### src/design/smcp_pkg.sv
// Shared codes and constants for the serial monitor command parser.
package smcp_pkg;

    typedef enum logic [3:0] {
        ACT_CLEAR    = 4'd0,
        ACT_SET_ADDR = 4'd1,
        ACT_WRITE    = 4'd2,
        ACT_READ     = 4'd3,
        ACT_EXECUTE  = 4'd4,
        ACT_MEMTEST  = 4'd5,
        ACT_IGNORED  = 4'd6,
        ACT_CHK_ERR  = 4'd7,
        ACT_SYN_ERR  = 4'd8
    } t_action;

    typedef enum logic [2:0] {
        CMD_CLEAR    = 3'd0,
        CMD_SET_ADDR = 3'd1,
        CMD_WRITE    = 3'd2,
        CMD_READ     = 3'd3,
        CMD_EXECUTE  = 3'd4,
        CMD_MEMTEST  = 3'd5
    } t_cmd;

    localparam logic [7:0]  CHAR_LF     = 8'h0A;
    localparam logic [7:0]  CHAR_CR     = 8'h0D;
    localparam logic [7:0]  CHAR_SPACE  = 8'h20;
    localparam logic [31:0] MEMTEST_END = 32'h400E_0000;
    localparam logic [31:0] WORD_STEP   = 32'd4;

endpackage

### src/design/serial_monitor_command_parser.sv
// Serial monitor command parser: byte-wise line parser, one action per command line.
//
// Each accepted byte is registered, then decoded by a small parse state machine; a
// line's action reaches the result port once its newline (or failing byte) has passed
// through the input register and then the output register, waiting in the skid register
// while the output stalls. One byte is taken every cycle while o_ready is high. A
// two-entry result buffer (output register plus skid register) lets the parser keep
// consuming while a result waits; o_ready drops only when both entries are full.
module serial_monitor_command_parser (
    input  logic                  i_clk,
    input  logic                  i_rst_n,
    input  logic                  i_valid,
    output logic                  o_ready,
    input  logic [7:0]            i_rx_byte,
    output logic                  o_valid,
    input  logic                  i_ready,
    output smcp_pkg::t_action     o_action,
    output logic [31:0]           o_word_address,
    output logic [31:0]           o_argument,
    output logic [7:0]            o_computed_sum,
    output logic [7:0]            o_received_sum
);
    import smcp_pkg::*;

    typedef enum logic [2:0] {
        PH_WAIT   = 3'd0,
        PH_SPACE1 = 3'd1,
        PH_ARG    = 3'd2,
        PH_SPACE2 = 3'd3,
        PH_CHK    = 3'd4,
        PH_SPACE3 = 3'd5,
        PH_DROP   = 3'd6
    } t_phase;

    typedef struct packed {
        t_action     action;
        logic [31:0] word_address;
        logic [31:0] argument;
        logic [7:0]  computed_sum;
        logic [7:0]  received_sum;
    } t_result;

    // input register
    logic        r_in_valid;
    logic [7:0]  r_in_byte;

    // parse state
    t_phase      r_phase,   n_phase;
    logic [2:0]  r_cmd,     n_cmd;
    logic [31:0] r_acc,     n_acc;
    logic [7:0]  r_sum,     n_sum;
    logic [7:0]  r_given,   n_given;
    logic [31:0] r_addr,    n_addr;
    logic        r_err,     n_err;

    // result buffer
    logic        r_out_valid;
    t_result     r_out;
    logic        r_skid_valid;
    t_result     r_skid;

    logic        proc_fire;
    logic        res_valid;
    t_result     res;

    logic [7:0]  ch;
    logic        is_hex;
    logic [3:0]  hex_v;
    logic        is_lf;
    logic        is_space;
    logic        after_arg;
    logic        check_done;
    logic        after_check;
    logic        finish;
    logic        do_fail;
    t_action     fail_act;
    logic [7:0]  emit_given;
    logic        out_free;

    assign o_ready   = !r_skid_valid;
    assign proc_fire = r_in_valid && !r_skid_valid;
    assign out_free  = !r_out_valid || i_ready;

    // fold case, map CR to LF, decode hex digit
    always_comb begin
        ch = (r_in_byte == CHAR_CR) ? CHAR_LF : r_in_byte;
        if (ch >= 8'h41 && ch <= 8'h5A) begin
            ch = ch + 8'h20;
        end
        is_hex = 1'b0;
        hex_v  = 4'd0;
        if (ch >= 8'h30 && ch <= 8'h39) begin
            is_hex = 1'b1;
            hex_v  = ch[3:0];
        end else if (ch >= 8'h61 && ch <= 8'h66) begin
            is_hex = 1'b1;
            hex_v  = ch[3:0] + 4'd9;
        end
        is_lf    = (ch == CHAR_LF);
        is_space = (ch == CHAR_SPACE);
    end

    always_comb begin
        n_phase     = r_phase;
        n_cmd       = r_cmd;
        n_acc       = r_acc;
        n_sum       = r_sum;
        n_given     = r_given;
        n_addr      = r_addr;
        n_err       = r_err;
        after_arg   = 1'b0;
        check_done  = 1'b0;
        after_check = 1'b0;
        finish      = 1'b0;
        do_fail     = 1'b0;
        fail_act    = ACT_SYN_ERR;
        emit_given  = r_given;
        res_valid   = 1'b0;
        res.action  = ACT_IGNORED;

        case (r_phase)
            PH_SPACE1: begin
                if (is_hex) begin
                    n_acc   = {28'd0, hex_v};
                    n_sum   = r_sum + ch;
                    n_phase = PH_ARG;
                end else if (!is_space) begin
                    after_arg = 1'b1;
                end
            end
            PH_ARG: begin
                if (is_hex) begin
                    n_acc = {r_acc[27:0], hex_v};
                    n_sum = r_sum + ch;
                end else begin
                    after_arg = 1'b1;
                end
            end
            PH_SPACE2: after_arg = 1'b1;
            PH_CHK: begin
                if (is_hex) begin
                    n_given = {r_given[3:0], hex_v};
                end else begin
                    check_done = 1'b1;
                end
            end
            PH_SPACE3: after_check = 1'b1;
            PH_DROP: begin
                if (is_lf) begin
                    n_phase = PH_WAIT;
                end
            end
            default: begin
                n_phase = PH_SPACE1;
                n_sum   = ch;
                n_acc   = '0;
                n_given = '0;
                case (ch)
                    8'h63: n_cmd = CMD_CLEAR;
                    8'h6C: n_cmd = CMD_SET_ADDR;
                    8'h77: n_cmd = CMD_WRITE;
                    8'h72: n_cmd = CMD_READ;
                    8'h65: n_cmd = CMD_EXECUTE;
                    8'h74: n_cmd = CMD_MEMTEST;
                    default: begin
                        // skip cruft before the letter
                        n_phase = PH_WAIT;
                        n_sum   = r_sum;
                        n_acc   = r_acc;
                        n_given = r_given;
                    end
                endcase
            end
        endcase

        if (after_arg) begin
            if (is_space) begin
                n_phase = PH_SPACE2;
            end else if (is_lf) begin
                finish = 1'b1;
            end else if (is_hex) begin
                n_given = {4'd0, hex_v};
                n_phase = PH_CHK;
            end else begin
                // garbage counts as an empty checksum of zero
                n_given    = '0;
                emit_given = '0;
                check_done = 1'b1;
            end
        end

        if (check_done) begin
            if (r_sum != emit_given) begin
                do_fail  = 1'b1;
                fail_act = ACT_CHK_ERR;
            end else begin
                after_check = 1'b1;
            end
        end

        if (after_check) begin
            if (is_space) begin
                n_phase = PH_SPACE3;
            end else if (is_lf) begin
                finish = 1'b1;
            end else begin
                do_fail  = 1'b1;
                fail_act = ACT_SYN_ERR;
            end
        end

        if (finish) begin
            res_valid = 1'b1;
            n_phase   = PH_WAIT;
            if (r_err && r_cmd != CMD_CLEAR && r_cmd != CMD_MEMTEST) begin
                res.action = ACT_IGNORED;
            end else begin
                res.action = (r_cmd <= CMD_MEMTEST) ? t_action'({1'b0, r_cmd}) : ACT_IGNORED;
                case (r_cmd)
                    CMD_CLEAR:    n_err  = 1'b0;
                    CMD_SET_ADDR: n_addr = r_acc;
                    CMD_WRITE,
                    CMD_READ:     n_addr = r_addr + WORD_STEP;
                    CMD_EXECUTE: begin
                        n_addr = '0;
                        n_err  = 1'b0;
                    end
                    CMD_MEMTEST:  n_addr = MEMTEST_END;
                    default: ;
                endcase
            end
        end

        if (do_fail) begin
            res_valid  = 1'b1;
            res.action = fail_act;
            n_err      = 1'b1;
            n_phase    = is_lf ? PH_WAIT : PH_DROP;
        end

        res.word_address = r_addr;
        res.argument     = r_acc;
        res.computed_sum = r_sum;
        res.received_sum = emit_given;
    end

    always_ff @(posedge i_clk) begin
        if (!i_rst_n) begin
            r_in_valid   <= 1'b0;
            r_phase      <= PH_WAIT;
            r_cmd        <= '0;
            r_acc        <= '0;
            r_sum        <= '0;
            r_given      <= '0;
            r_addr       <= '0;
            r_err        <= 1'b0;
            r_out_valid  <= 1'b0;
            r_skid_valid <= 1'b0;
        end else begin
            if (o_ready) begin
                r_in_valid <= i_valid;
            end
            if (proc_fire) begin
                r_phase <= n_phase;
                r_cmd   <= n_cmd;
                r_acc   <= n_acc;
                r_sum   <= n_sum;
                r_given <= n_given;
                r_addr  <= n_addr;
                r_err   <= n_err;
            end
            // drain skid first; hold a new result in skid while output stalls
            if (out_free) begin
                if (r_skid_valid) begin
                    r_out_valid  <= 1'b1;
                    r_skid_valid <= 1'b0;
                end else begin
                    r_out_valid <= proc_fire && res_valid;
                end
            end else if (proc_fire && res_valid) begin
                r_skid_valid <= 1'b1;
            end
        end
    end

    always_ff @(posedge i_clk) begin
        if (o_ready && i_valid) begin
            r_in_byte <= i_rx_byte;
        end
        if (out_free) begin
            r_out <= r_skid_valid ? r_skid : res;
        end else if (proc_fire && res_valid) begin
            r_skid <= res;
        end
    end

    assign o_valid        = r_out_valid;
    assign o_action       = r_out.action;
    assign o_word_address = r_out.word_address;
    assign o_argument     = r_out.argument;
    assign o_computed_sum = r_out.computed_sum;
    assign o_received_sum = r_out.received_sum;

`ifndef NO_ASSERTIONS
    a_skid_behind_out: assert property (@(posedge i_clk) disable iff (!i_rst_n)
        r_skid_valid |-> r_out_valid)
        else $error("skid holds a result while output register is empty");

    a_stall_only_when_full: assert property (@(posedge i_clk) disable iff (!i_rst_n)
        !o_ready |-> o_valid)
        else $error("input stalled with no result pending");

    a_result_ends_line: assert property (@(posedge i_clk) disable iff (!i_rst_n)
        (proc_fire && res_valid) |=> (r_phase == PH_WAIT || r_phase == PH_DROP))
        else $error("result emitted without ending the line");
`endif

endmodule
### config.mk
export PLATFORM = sky130hd
export DESIGN_NAME = serial_monitor_command_parser
export DESIGN_NICKNAME = d
export VERILOG_FILES = /design/src/design/smcp_pkg.sv /design/src/design/serial_monitor_command_parser.sv
export SDC_FILE = /design/constraint.sdc
export NUM_CORES = 1
export LEC_CHECK = 0
export ABC_AREA = 1
export BUFFER_PORTS_ARGS = -buffer_cell sky130_fd_sc_hd__buf_2
export CAP_MARGIN = 20
export CORE_UTILIZATION = 54
export DETAILED_ROUTE_END_ITERATION = 8
export GPL_ROUTABILITY_DRIVEN = 0
export PLACE_DENSITY = 0.81
export SLEW_MARGIN = 20
export SYNTH_ARGS = -nofsm -noshare
export SYNTH_HDL_FRONTEND = slang
export SYNTH_SLANG_ARGS = --single-unit
### constraint.sdc
create_clock -name i_clk -period 6.8 [get_ports i_clk]
set_clock_uncertainty 0.05 [all_clocks]
set_input_delay 1.02 -clock i_clk [delete_from_list [all_inputs] [get_ports i_clk]]
set_output_delay 1.02 -clock i_clk [all_outputs]
set_load 0.05 [all_outputs]
# Yosys cells after proc, flatten, opt, wreduce, memory -nomap -nowiden
# Index checks and enable logic that the tools add are counted.
# word_totals
register_bits,266
wordCells,176
input_bits,12
out_inout_bits,86
# classes
mux,79
n_lt_le_gt_ge,7
n_reduce_logical,34
bitwise_logic,5
addsub,4
n_eq_ne,26
# ops
cell,n
32-bit case mux with 4 select lines,1
8-bit 2-to-1 mux,13
32-bit 2-to-1 mux,3
32-bit case mux with 3 select lines,1
84-bit 2-to-1 mux,1
"8-bit by 7-bit == test with 1-bit output, second input constant",6
3-bit 2-to-1 mux,14
4-bit 2-to-1 mux,9
"32-bit by 3-bit adder with 32-bit output, second input constant",1
1-bit 2-to-1 mux,32
8-bit case mux with 2 select lines,2
3-bit case mux with 6 select lines,1
"8-bit by 4-bit == test with 1-bit output, second input constant",2
"8-bit by 7-bit >= comparator with 1-bit output, second input constant",2
"8-bit by 7-bit <= comparator with 1-bit output, second input constant",2
"3-bit == test, second input constant",5
"3-bit by 2-bit == test with 1-bit output, second input constant",4
4-bit AND reduction,3
6-bit OR reduction,2
3-bit case mux with 3 select lines,1
"8-bit by 6-bit adder with 8-bit output, second input constant",1
8-bit adder,1
"8-bit by 6-bit == test with 1-bit output, second input constant",1
"8-bit by 6-bit >= comparator with 1-bit output, second input constant",1
other kinds (24),46

# Longest topological paths before layout
# Gate-level depths: netlist of the first run.
# logic_depth
depth_word,22
mapped_depth,41
mapped_depth_nobuf,39

# Least setup slack after synthesis of the first run
# No wires, ideal clock.
# synth_path
path_type,reg2reg
from,register r_in_byte[6]
to,register r_skid[0] in the netlist's numbering (enable)
setup_slack_ns,-0.695
path_buffers,2
required_time_ns,6.223
arrival_time_ns,6.918
setup_time_ns,0.527
synth_period_minus_slack_ns,7.495
path_stages_with_launch,39
cell_sequence,edfxtp_1 -> inv_1 -> nand2_1 -> nor2_1 -> nand2_1 -> inv_1 -> nor2_1 -> inv_1 -> ha_1 -> nand2_1 -> inv_1 -> nand3_2 -> nand2_2 -> nand2_1 -> nand2_2 -> inv_2 -> nand2_2 -> inv_2 -> [3 not listed] -> nand3_2 -> nand2_1 -> nand2_1 -> nand2_2 -> nand2_2 -> buf_6 -> nand2_1 -> nand2_1 -> nand2_1 -> nand2_1 -> nor2_1 -> nand2_1 -> nand2_1 -> o21ai_1 -> inv_1 -> nand2_1 -> nand2_1 -> nor2_1
# synth_via
elab_chain_cells,22
elab_cells_between_ends,48
classes_between,add/sub: 1; order compare: 6; eq/ne: 4; mux: 32; reduce/logical: 5
# synth_rtl
element,line,rtl
"start, declared",serial_monitor_command_parser.sv:45,logic [7:0] r_in_byte;
"start signal, assigned",serial_monitor_command_parser.sv:288,r_in_byte <= i_rx_byte;
8-bit by 4-bit == test with 1-bit output,serial_monitor_command_parser.sv:86,ch = (r_in_byte == CHAR_CR) ? CHAR_LF : r_in_byte;
8-bit 2-to-1 mux *,serial_monitor_command_parser.sv:86,
8-bit by 7-bit >= comparator with 1-bit output or 8-bit by 7-bit <= comparator with 1-bit output (tied branches),serial_monitor_command_parser.sv:87,if (ch >= 8'h41 && ch <= 8'h5A) begin
1-bit logical AND,serial_monitor_command_parser.sv:87,
8-bit 2-to-1 mux *,serial_monitor_command_parser.sv:87,
8-bit by 7-bit >= comparator with 1-bit output or 8-bit by 7-bit <= comparator with 1-bit output (tied branches),serial_monitor_command_parser.sv:95,end else if (ch >= 8'h61 && ch <= 8'h66) begin
1-bit logical AND,serial_monitor_command_parser.sv:95,
1-bit 2-to-1 mux,serial_monitor_command_parser.sv:95,
[6 not listed],--,
"1-bit 2-to-1 mux, on equally long branches","serial_monitor_command_parser.sv:193, serial_monitor_command_parser.sv:176",
1-bit 2-to-1 mux,serial_monitor_command_parser.sv:192,if (check_done) begin
1-bit 2-to-1 mux,serial_monitor_command_parser.sv:204,end else if (is_lf) begin
1-bit 2-to-1 mux,serial_monitor_command_parser.sv:202,if (is_space) begin
1-bit 2-to-1 mux,serial_monitor_command_parser.sv:201,if (after_check) begin
1-bit 2-to-1 mux *,serial_monitor_command_parser.sv:234,if (do_fail) begin
1-bit logical AND *,serial_monitor_command_parser.sv:292,end else if (proc_fire && res_valid) begin
2-bit AND reduction (no line) *,--,
"end signal, assigned",serial_monitor_command_parser.sv:293,r_skid <= res;
"end, declared",serial_monitor_command_parser.sv:60,t_result r_skid;
# Mark *: on every way between the ends. The rest lies on a longest branch, timed or not.
# A chain may end at the register's enable or synchronous reset.

# Worst setup path in the final report of the first run
# layout_path
from,register r_in_byte[4]
to,register r_skid[79] in the netlist's numbering (enable)
# Same word-level chain as after synthesis.

==> reports/qor.log, run 1 <==
qor: clock_network.cts_buffers 27
qor: synth.async_reset_ff_share 0%
qor: synth.yosysMostFrequentCell sky130_fd_sc_hd__nand2_1
qor: synth.postSynthCellCount 1257
qor: place.placed_area 0.0126 mm2
qor: clock_network.cts.sink_count 266
qor: synth.netlist_area 0.0118 mm2
qor: critical_path.regToRegStartpoint r_in_byte[4]
qor: cells_and_area.drive_above_1_share 14.8%
qor: timing.setup_viol 0
qor: synth.seq_area_frac_synth 59.8%
qor: critical_path.reg2reg_to r_skid[79]
qor: pwr.comb_power_share 7.6%
qor: clock_network.tritoncts built
qor: worst_hold_path.min_delay_path_depth 0
qor: cells_and_area.layout_overhead_on_the_synthesized_area 13.9%
qor: pwr.p_int 2700 uW
qor: clock_network.cts-htree-levels 1
qor: pwr.power.clock.fraction 42.5%
qor: timing.layout_worst_path_cycle_share 77.6%
qor: timing.fin_setup_tns 0 ns
qor: global_routing.grt-ovfl-total 0
qor: synth.yosysWarningCount 0
qor: floorplan.rows 53
qor: detailed_routing.routed_wire_length_per_instance 15.9 um
qor: clock_network.cts_post_setup_buffers_inserted 0
qor: critical_path.crit_path_start_kind flop
qor: critical_path.timing.reg2reg.setup_slack 1.52 ns
qor: pwr.p_leak 0.00556 uW
qor: critical_path.worstRegToRegCells 34
qor: synth.ys_dominant_reg_cell sky130_fd_sc_hd__edfxtp_1
qor: detailed_routing.drtAntennaViolNets 0
qor: cells_and_area.finish.instance_area 0.0135 mm2
qor: floorplan.io-pin-count 98
qor: floorplan.die_y 150 um
qor: timing.final_critical_path_setup_slack 1.52 ns
qor: detailed_routing.drt_iter0_drc 911
qor: critical_path.criticalPathCategory flop to flop
qor: synth.most_frequent_cells_after_synthesis sky130_fd_sc_hd__nand2_1, sky130_fd_sc_hd__edfxtp_1, sky130_fd_sc_hd__o21ai_0
qor: timing.timing.final.hold_violations 0
qor: critical_path.worst_ep_required_time 6.94 ns
qor: clock_network.cts.reportedPaths.clkPinSlew 0.06 ns
qor: clock_network.worstSkewPairLatency 0.54 ns
qor: floorplan.floorplan.initialDensity 55.7%
qor: detailed_routing.routed_via_density 5.60
qor: timing.fmax 0.190 GHz
qor: critical_path.crit_path_frequent_cell sky130_fd_sc_hd__nand2_1
qor: critical_path.critical_path.endpoint_type flop
qor: critical_path.setup.worst_path.start r_in_byte[4]
qor: synth.synth_area_leader_cell sky130_fd_sc_hd__edfxtp_1
qor: cells_and_area.layout.nets 1365
qor: global_routing.grt_use_total 23.3%
qor: global_routing.grt_first_pass_wirelength 41.7 mm
qor: floorplan.floorplan.die_area 0.0225 mm2
qor: cells_and_area.insertedDiodeCount 0
qor: status.status completed
qor: pwr.power 3530 uW
qor: floorplan.die_w 150 um
qor: detailed_routing.route.vias.total 9134
qor: critical_path.cpPeakStageDelay 0.61 ns
qor: worst_hold_path.min_path_type flop to flop
qor: pwr.netSwitchingPower 829 uW
qor: synth.synth.area.top_cells sky130_fd_sc_hd__edfxtp_1, sky130_fd_sc_hd__dfxtp_1, sky130_fd_sc_hd__nand2_1, sky130_fd_sc_hd__o21ai_0, sky130_fd_sc_hd__inv_1
qor: clock_network.cts.root.buffer_cell sky130_fd_sc_hd__clkbuf_16
qor: critical_path.crit_fanout 61
qor: flow_run.cap_violations 0
qor: place.hpwl 17.5 mm
qor: global_routing.first_global_vias 8386
qor: critical_path.critical-path-slowest-cell sky130_fd_sc_hd__nor2_4
qor: timing.setup_repair_after_global_routing_missed_its_margin false
qor: clock_network.postCtsResizedCells 0
qor: detailed_routing.firstDrtPassIters 5
qor: synth.ys_ff_latch 266
qor: floorplan.fp.coreArea 0.0213 mm2
qor: critical_path.setup_crit_end r_skid[79]
qor: synth.synth.lib_cells_used.distinct 45
qor: pwr.p_sw_share 23.5%
qor: clock_network.cts.hold.buffers_added 0
qor: pwr.power.density_cell_area 262 mW/mm2
qor: synth.synth_enable_flop_cells 176
qor: pwr.ir_drop 0.150 mV
qor: synth.syn_nets 1287
qor: clock_network.clock_tree.buffer_depth 3
qor: timing.timing_max_transition_violations_final 0
qor: timing.final.min_clock_period 5.28 ns
qor: synth.postSynthAreaPerCell 9.43 um2
qor: timing.relSlewSlack 33.7%
qor: detailed_routing.route.final.wire_length 26.0 mm
qor: timing.worstMarginPinSlew 0.994 ns
qor: synth.synthDominantCellAreaShare 44.6%
qor: critical_path.critPathArrivalTime 5.42 ns
qor: global_routing.antenna_found_initial 0
qor: place.dp_slack 1.57 ns
qor: place.portBuffers 97
qor: global_routing.grt_start_max_net_pins 122
qor: pwr.fraction_of_power_consumed_by_sequential_logic 50.0%
qor: detailed_routing.post-route-drc-count 0
[worst min path at each step]
stage | endpoint | start | slack (ns)
global placement | r_skid[77] | r_addr[29] | 0.36
finish | r_skid[77] | r_addr[29] | 0.38
global route | r_skid[77] | r_addr[29] | 0.40
CTS | r_skid[77] | r_addr[29] | 0.38
floorplan | r_skid[45] | r_acc[29] | 0.36
detailed placement | r_skid[77] | r_addr[29] | 0.37
[power by group through the flow]
stage | clock, uW | sequential, uW | combinational [uW]
finish | 1500 | 1770 | 268
global route | 1580 | 1770 | 290
CTS | 1520 | 1770 | 267
detailed placement | 0 | 1800 | 266
global placement | 0 | 1800 | 260
floorplan | 0 | 1890 | 118
[critical path: cells and delay by family (launching register included)]
| family | cells | cell delay [ns] |
|---|---|---|
| simple gates | 25 | 3.12 |
| buf+inv | 7 | 0.91 |
| flops | 1 | 0.48 |
| compound gates | 1 | 0.19 |
| fa+ha+maj | 1 | 0.15 |
[placed cells by master (no fill, tap or decap), drive strengths merged, types with 2 or more instances in the layout]
cell type  count
or2            5
nor4           3
o21ai        152
nor2          81
nand3b         4
o22ai         15
a32o           6
o32ai          3
nand4         11
clkbuf        42
inv          151
a31oi          5
a211oi        27
clkinv         8
ha            17
bufinv         2
xor2           5
nand3         38
buf          105
nor3          21
a22oi          2
edfxtp       176
dfxtp         90
o31ai          6
a21oi        104
nand2        267
o211ai         3
[registers in the layout, summed over array words and instances (netlist names)]
signal and cells:
r_skid 84, r_sum 8, o_word_address 32, r_acc 32, r_cmd 3, r_in_byte 8, r_addr 32, o_argument 32
o_computed_sum 8, o_received_sum 8, r_phase 3, o_valid 1, r_skid_valid 1, r_err 1, o_action 4, r_in_valid 1
r_given 8
[layout make-up]
class	count	area, um2
timing repair buffer	105	558
clock buffer	42	812
clock inverter	8	98.8
fill	1679	7790
sequential	266	7090
inverter	153	576
tap	275	344
multi-input combinational	782	4020
[logic make-up after synthesis]
group,synth area share (%)
AOI/OAI and AO/OA,15.2
xor gates and xnor gates,0.444
adders and majority gates,1.96
buffers and inverters,7.04
DFF,59.8
and+or+nand+nor,15.5
[per-layer routing]
metal  wire (um)  global-route usage [%]
met2       12500                    39.0
met4         964                    10.0
met1       10800                    30.5
met3        1740                    3.21
met5           0                       0
[metrics by stage]
stage	hold slack, ns	utilization [%]	instances
global route	0.401	63.4	1631
CTS	0.380	63.4	1631
floorplan	0.358	-	1257
finish	0.379	63.4	1631
global placement	0.365	59.1	1581
detailed placement	0.365	59.1	1581
Note: power is estimated with default switching activity, not from simulation.
==> run 2, diff against run 1 <==
--- a/config.mk
+++ b/config.mk
@@ -8,10 +8,10 @@
 export ABC_AREA = 1
 export BUFFER_PORTS_ARGS = -buffer_cell sky130_fd_sc_hd__buf_2
 export CAP_MARGIN = 20
-export CORE_UTILIZATION = 54
+export CORE_UTILIZATION = 55
 export DETAILED_ROUTE_END_ITERATION = 8
 export GPL_ROUTABILITY_DRIVEN = 0
-export PLACE_DENSITY = 0.81
+export PLACE_DENSITY = 0.79
 export SLEW_MARGIN = 20
 export SYNTH_ARGS = -nofsm -noshare
 export SYNTH_HDL_FRONTEND = slang
==> constraint.sdc (replaced) <==
create_clock -name i_clk -period 4.9 [get_ports i_clk]
set_clock_uncertainty 0.05 [all_clocks]
set_input_delay 0.735 -clock i_clk [delete_from_list [all_inputs] [get_ports i_clk]]
set_output_delay 0.735 -clock i_clk [all_outputs]
set_load 0.05 [all_outputs]
==> run 2 against run 1 <==
  * Clock-buffer cell count down 5
  * Routed wire length down 1.2%
  * Combinational power up 41%
  * Fmax up 17%
  * Core utilization up 1.1 points
  * Cell count up 0.80%
  * Die area down 1.8%
  * Register-to-register slack worse by 1.1 ns
  * Via count down 0.35%
  * First-iteration DRC count down 16%
  * Power up 34%
  * Sequential power up 38%
  * Critical path type unchanged
==> reports/qor.log, run 2 (synthesized netlist as in run 1, its figures left out) <==
qor: status.status completed [unchanged]
qor: floorplan.floorplan.initialDensity 56.2% [was 55.7%]
qor: pwr.power.density_cell_area 347 mW/mm2 [was 262 mW/mm2]
qor: clock_network.worstSkewPairLatency 0.52 ns [was 0.54 ns]
qor: floorplan.fp.coreArea 0.0211 mm2 [was 0.0213 mm2]
qor: flow_run.cap_violations 0 [unchanged]
qor: critical_path.worstRegToRegCells 37 [was 34]
qor: global_routing.antenna_found_initial 0 [unchanged]
qor: cells_and_area.layout.cells.most_common sky130_fd_sc_hd__nand2_1 [unchanged]
qor: place.hpwl 17.3 mm [was 17.5 mm]
qor: critical_path.worst_ep_required_time 5.06 ns [was 6.94 ns]
qor: critical_path.crit_fanout 18 [was 61]
qor: critical_path.timing.critical_path.max_delay_family simple AND/OR/NAND/NOR gates [unchanged]
qor: clock_network.tritoncts built [unchanged]
qor: critical_path.critical-path-slowest-cell sky130_fd_sc_hd__edfxtp_1 [was sky130_fd_sc_hd__nor2_4]
qor: critical_path.crit_path_start_kind flop [unchanged]
qor: floorplan.floorplan.die_area 0.0221 mm2 [was 0.0225 mm2]
qor: timing.setup_viol 0 [unchanged]
qor: timing.timing.final.hold_violations 0 [unchanged]
qor: critical_path.cp.buffers_inverters 8 [was 7]
qor: critical_path.crit_path_frequent_cell sky130_fd_sc_hd__nand2_1 [unchanged]
qor: pwr.power 4720 uW [was 3530 uW]
qor: cells_and_area.layout_overhead_on_the_synthesized_area 14.7% [was 13.9%]
qor: critical_path.regToRegStartpoint r_in_byte[5] [was r_in_byte[4]]
qor: timing.timing_max_transition_violations_final 0 [unchanged]
qor: place.placed_area 0.0126 mm2 [about the same]
qor: timing.final.min_clock_period 4.51 ns [was 5.28 ns]
qor: floorplan.die_w 149 um [was 150 um]
qor: cells_and_area.registers.top_by_ff_count r_skid [unchanged]
qor: cells_and_area.fillerInstances 1657 [was 1679]
qor: clock_network.cts-htree-levels 1 [unchanged]
qor: critical_path.criticalPathCategory flop to flop [unchanged]
qor: cells_and_area.finish.instance_area 0.0136 mm2 [was 0.0135 mm2]
qor: global_routing.grt_start_max_net_pins 123 [was 122]
qor: global_routing.first_global_vias 8337 [was 8386]
qor: place.portBuffers 97 [unchanged]
qor: detailed_routing.post-route-drc-count 0 [unchanged]
qor: cells_and_area.most_frequent_cells_in_the_layout sky130_fd_sc_hd__nand2_1, sky130_fd_sc_hd__edfxtp_1, sky130_fd_sc_hd__o21ai_0 [unchanged]
qor: critical_path.critPathArrivalTime 4.68 ns [was 5.42 ns]
qor: detailed_routing.drtAntennaViolNets 0 [unchanged]
qor: clock_network.cts.hold.buffers_added 0 [unchanged]
qor: global_routing.grt-ovfl-total 0 [unchanged]
qor: clock_network.cts.root.buffer_cell sky130_fd_sc_hd__clkbuf_16 [unchanged]
qor: clock_network.cts_buffers 26 [was 27]
qor: clock_network.clock_tree.buffer_depth 3 [unchanged]
qor: timing.fmax 0.222 GHz [was 0.190 GHz]
qor: detailed_routing.route.final.wire_length 25.7 mm [was 26.0 mm]
qor: critical_path.timing.reg2reg.setup_slack 0.39 ns [was 1.52 ns]
qor: timing.layout_worst_path_cycle_share 92.1% [was 77.6%]
qor: floorplan.die_y 149 um [was 150 um]
qor: clock_network.cts.reportedPaths.clkPinSlew 0.06 ns [about the same]
qor: critical_path.reg2reg_to r_skid[20] [was r_skid[79]]
qor: cells_and_area.drive_above_1_share 15.6% [was 14.8%]
qor: worst_hold_path.hp-start i_rx_byte[3] [was r_addr[29]]
qor: pwr.p_leak 0.00560 uW [was 0.00556 uW]
qor: detailed_routing.firstDrtPassIters 5 [unchanged]
qor: detailed_routing.route.vias.total 9102 [was 9134]
qor: worst_hold_path.min_path_type primary input to flop [was flop to flop]
qor: place.place_inst 1587 [was 1581]
qor: worst_hold_path.whs_endpoint r_in_byte[3] [was r_skid[77]]
qor: floorplan.rows 53 [unchanged]
qor: detailed_routing.routed_via_density 5.54 [was 5.60]
qor: floorplan.io-pin-count 98 [unchanged]
qor: cells_and_area.insertedDiodeCount 0 [unchanged]
qor: global_routing.grt_first_pass_wirelength 40.5 mm [was 41.7 mm]
qor: critical_path.cpPeakStageDelay 0.43 ns [was 0.61 ns]
qor: timing.relSlewSlack 34.4% [was 33.7%]
qor: worst_hold_path.min_delay_path_depth 1 [was 0]
qor: cells_and_area.largest_register_ff_count 84 [unchanged]
qor: timing.setup_repair_after_global_routing_missed_its_margin false [unchanged]
qor: timing.worstMarginPinSlew 0.984 ns [was 0.994 ns]
qor: detailed_routing.routed_wire_length_per_instance 15.6 um [was 15.9 um]
qor: cells_and_area.layout.nets 1380 [was 1365]
qor: clock_network.cts.sink_count 266 [unchanged]
qor: pwr.ir_drop 0.220 mV [was 0.150 mV]
qor: critical_path.critical_path.endpoint_type flop [unchanged]
qor: detailed_routing.drt_iter0_drc 766 [was 911]
qor: cells_and_area.fin_cells 1644 [was 1631]
qor: global_routing.grt_use_total 22.8% [was 23.3%]
run 2: cell count changes in the layout (fill, tap and decap cells not counted), moves of 2 or more:
cell	delta
sky130_fd_sc_hd__clkinv_1	+2
sky130_fd_sc_hd__clkbuf_16	+2
sky130_fd_sc_hd__buf_4	+10
sky130_fd_sc_hd__clkbuf_8	-6
sky130_fd_sc_hd__clkinvlp_4	+2
sky130_fd_sc_hd__buf_6	+2
run 2: metal layers:
layer | routed length (um) | part of all wire [%] | track usage (%) | vias to the layer above
met5 | 0 | 0 | 0 | -
met4 | 474 | 1.8 | 6.73 | 0
met3 | 1540 | 6.0 | 3.09 | 37
met2 | 12700 | 50 | 40.0 | 311
met1 | 10900 | 43 | 29.6 | 4253
li1 | - | - | - | 4501
run 2: how the worst max path moves through the flow:
stage,start,to,slack [ns],depth (start not counted)
final,r_in_byte[5],r_skid[20],0.39,37
after global placement,r_in_byte[1],r_skid[9],0.34,34
after floorplan,r_in_byte[1],r_skid[0],-2.34,37
after global routing,r_in_byte[5],r_skid[68],0.05,35
after CTS,r_in_byte[1],r_skid[13],0.16,36
after detailed placement,r_in_byte[1],r_skid[14],0.17,36
run 2: repair_timing:
| action | 4_1_cts | 5_1_grt |
|---|---|---|
| buffers inserted | 0 | 7 |
| endpoints found under the hold margin | 0 | 0 |
| setup endpoints to repair | 0 | 113 |
| resized for setup | 0 | 10 |
run 2: area by class of cell:
class / instances / area (um2) / area share, %
flip-flops and latches: 266 / 7090 / 52.2
multi-input cells: 782 / 4020 / 29.6
repair buffers: 121 / 741 / 5.45
well taps: 275 / 344 / 2.53
inverters: 153 / 576 / 4.23
clock buffers: 37 / 733 / 5.39
clock inverters: 10 / 82.6 / 0.608
run 2: power by group:
part	internal (uW)	total [uW]	switching, uW	leakage (uW)
sequential	2430	2450	23.6	0.00265
clock	1090	1890	798	0.000389
combinational	90.5	377	287	0.00256
total	3610	4720	1110	0.00560
run 2: through the flow:
stage,setup slack [ns],hold slack [ns],util [%],setup TNS [ns]
2_1_floorplan,-2.34,0.358,-,-196.67
3_3_place_gp,0.342,0.360,59.9,0
3_5_place_dp,0.171,0.364,59.9,0
4_1_cts,0.155,0.322,63.8,0
5_1_grt,0.0491,0.316,64.4,0
6_report,0.388,0.336,64.4,0
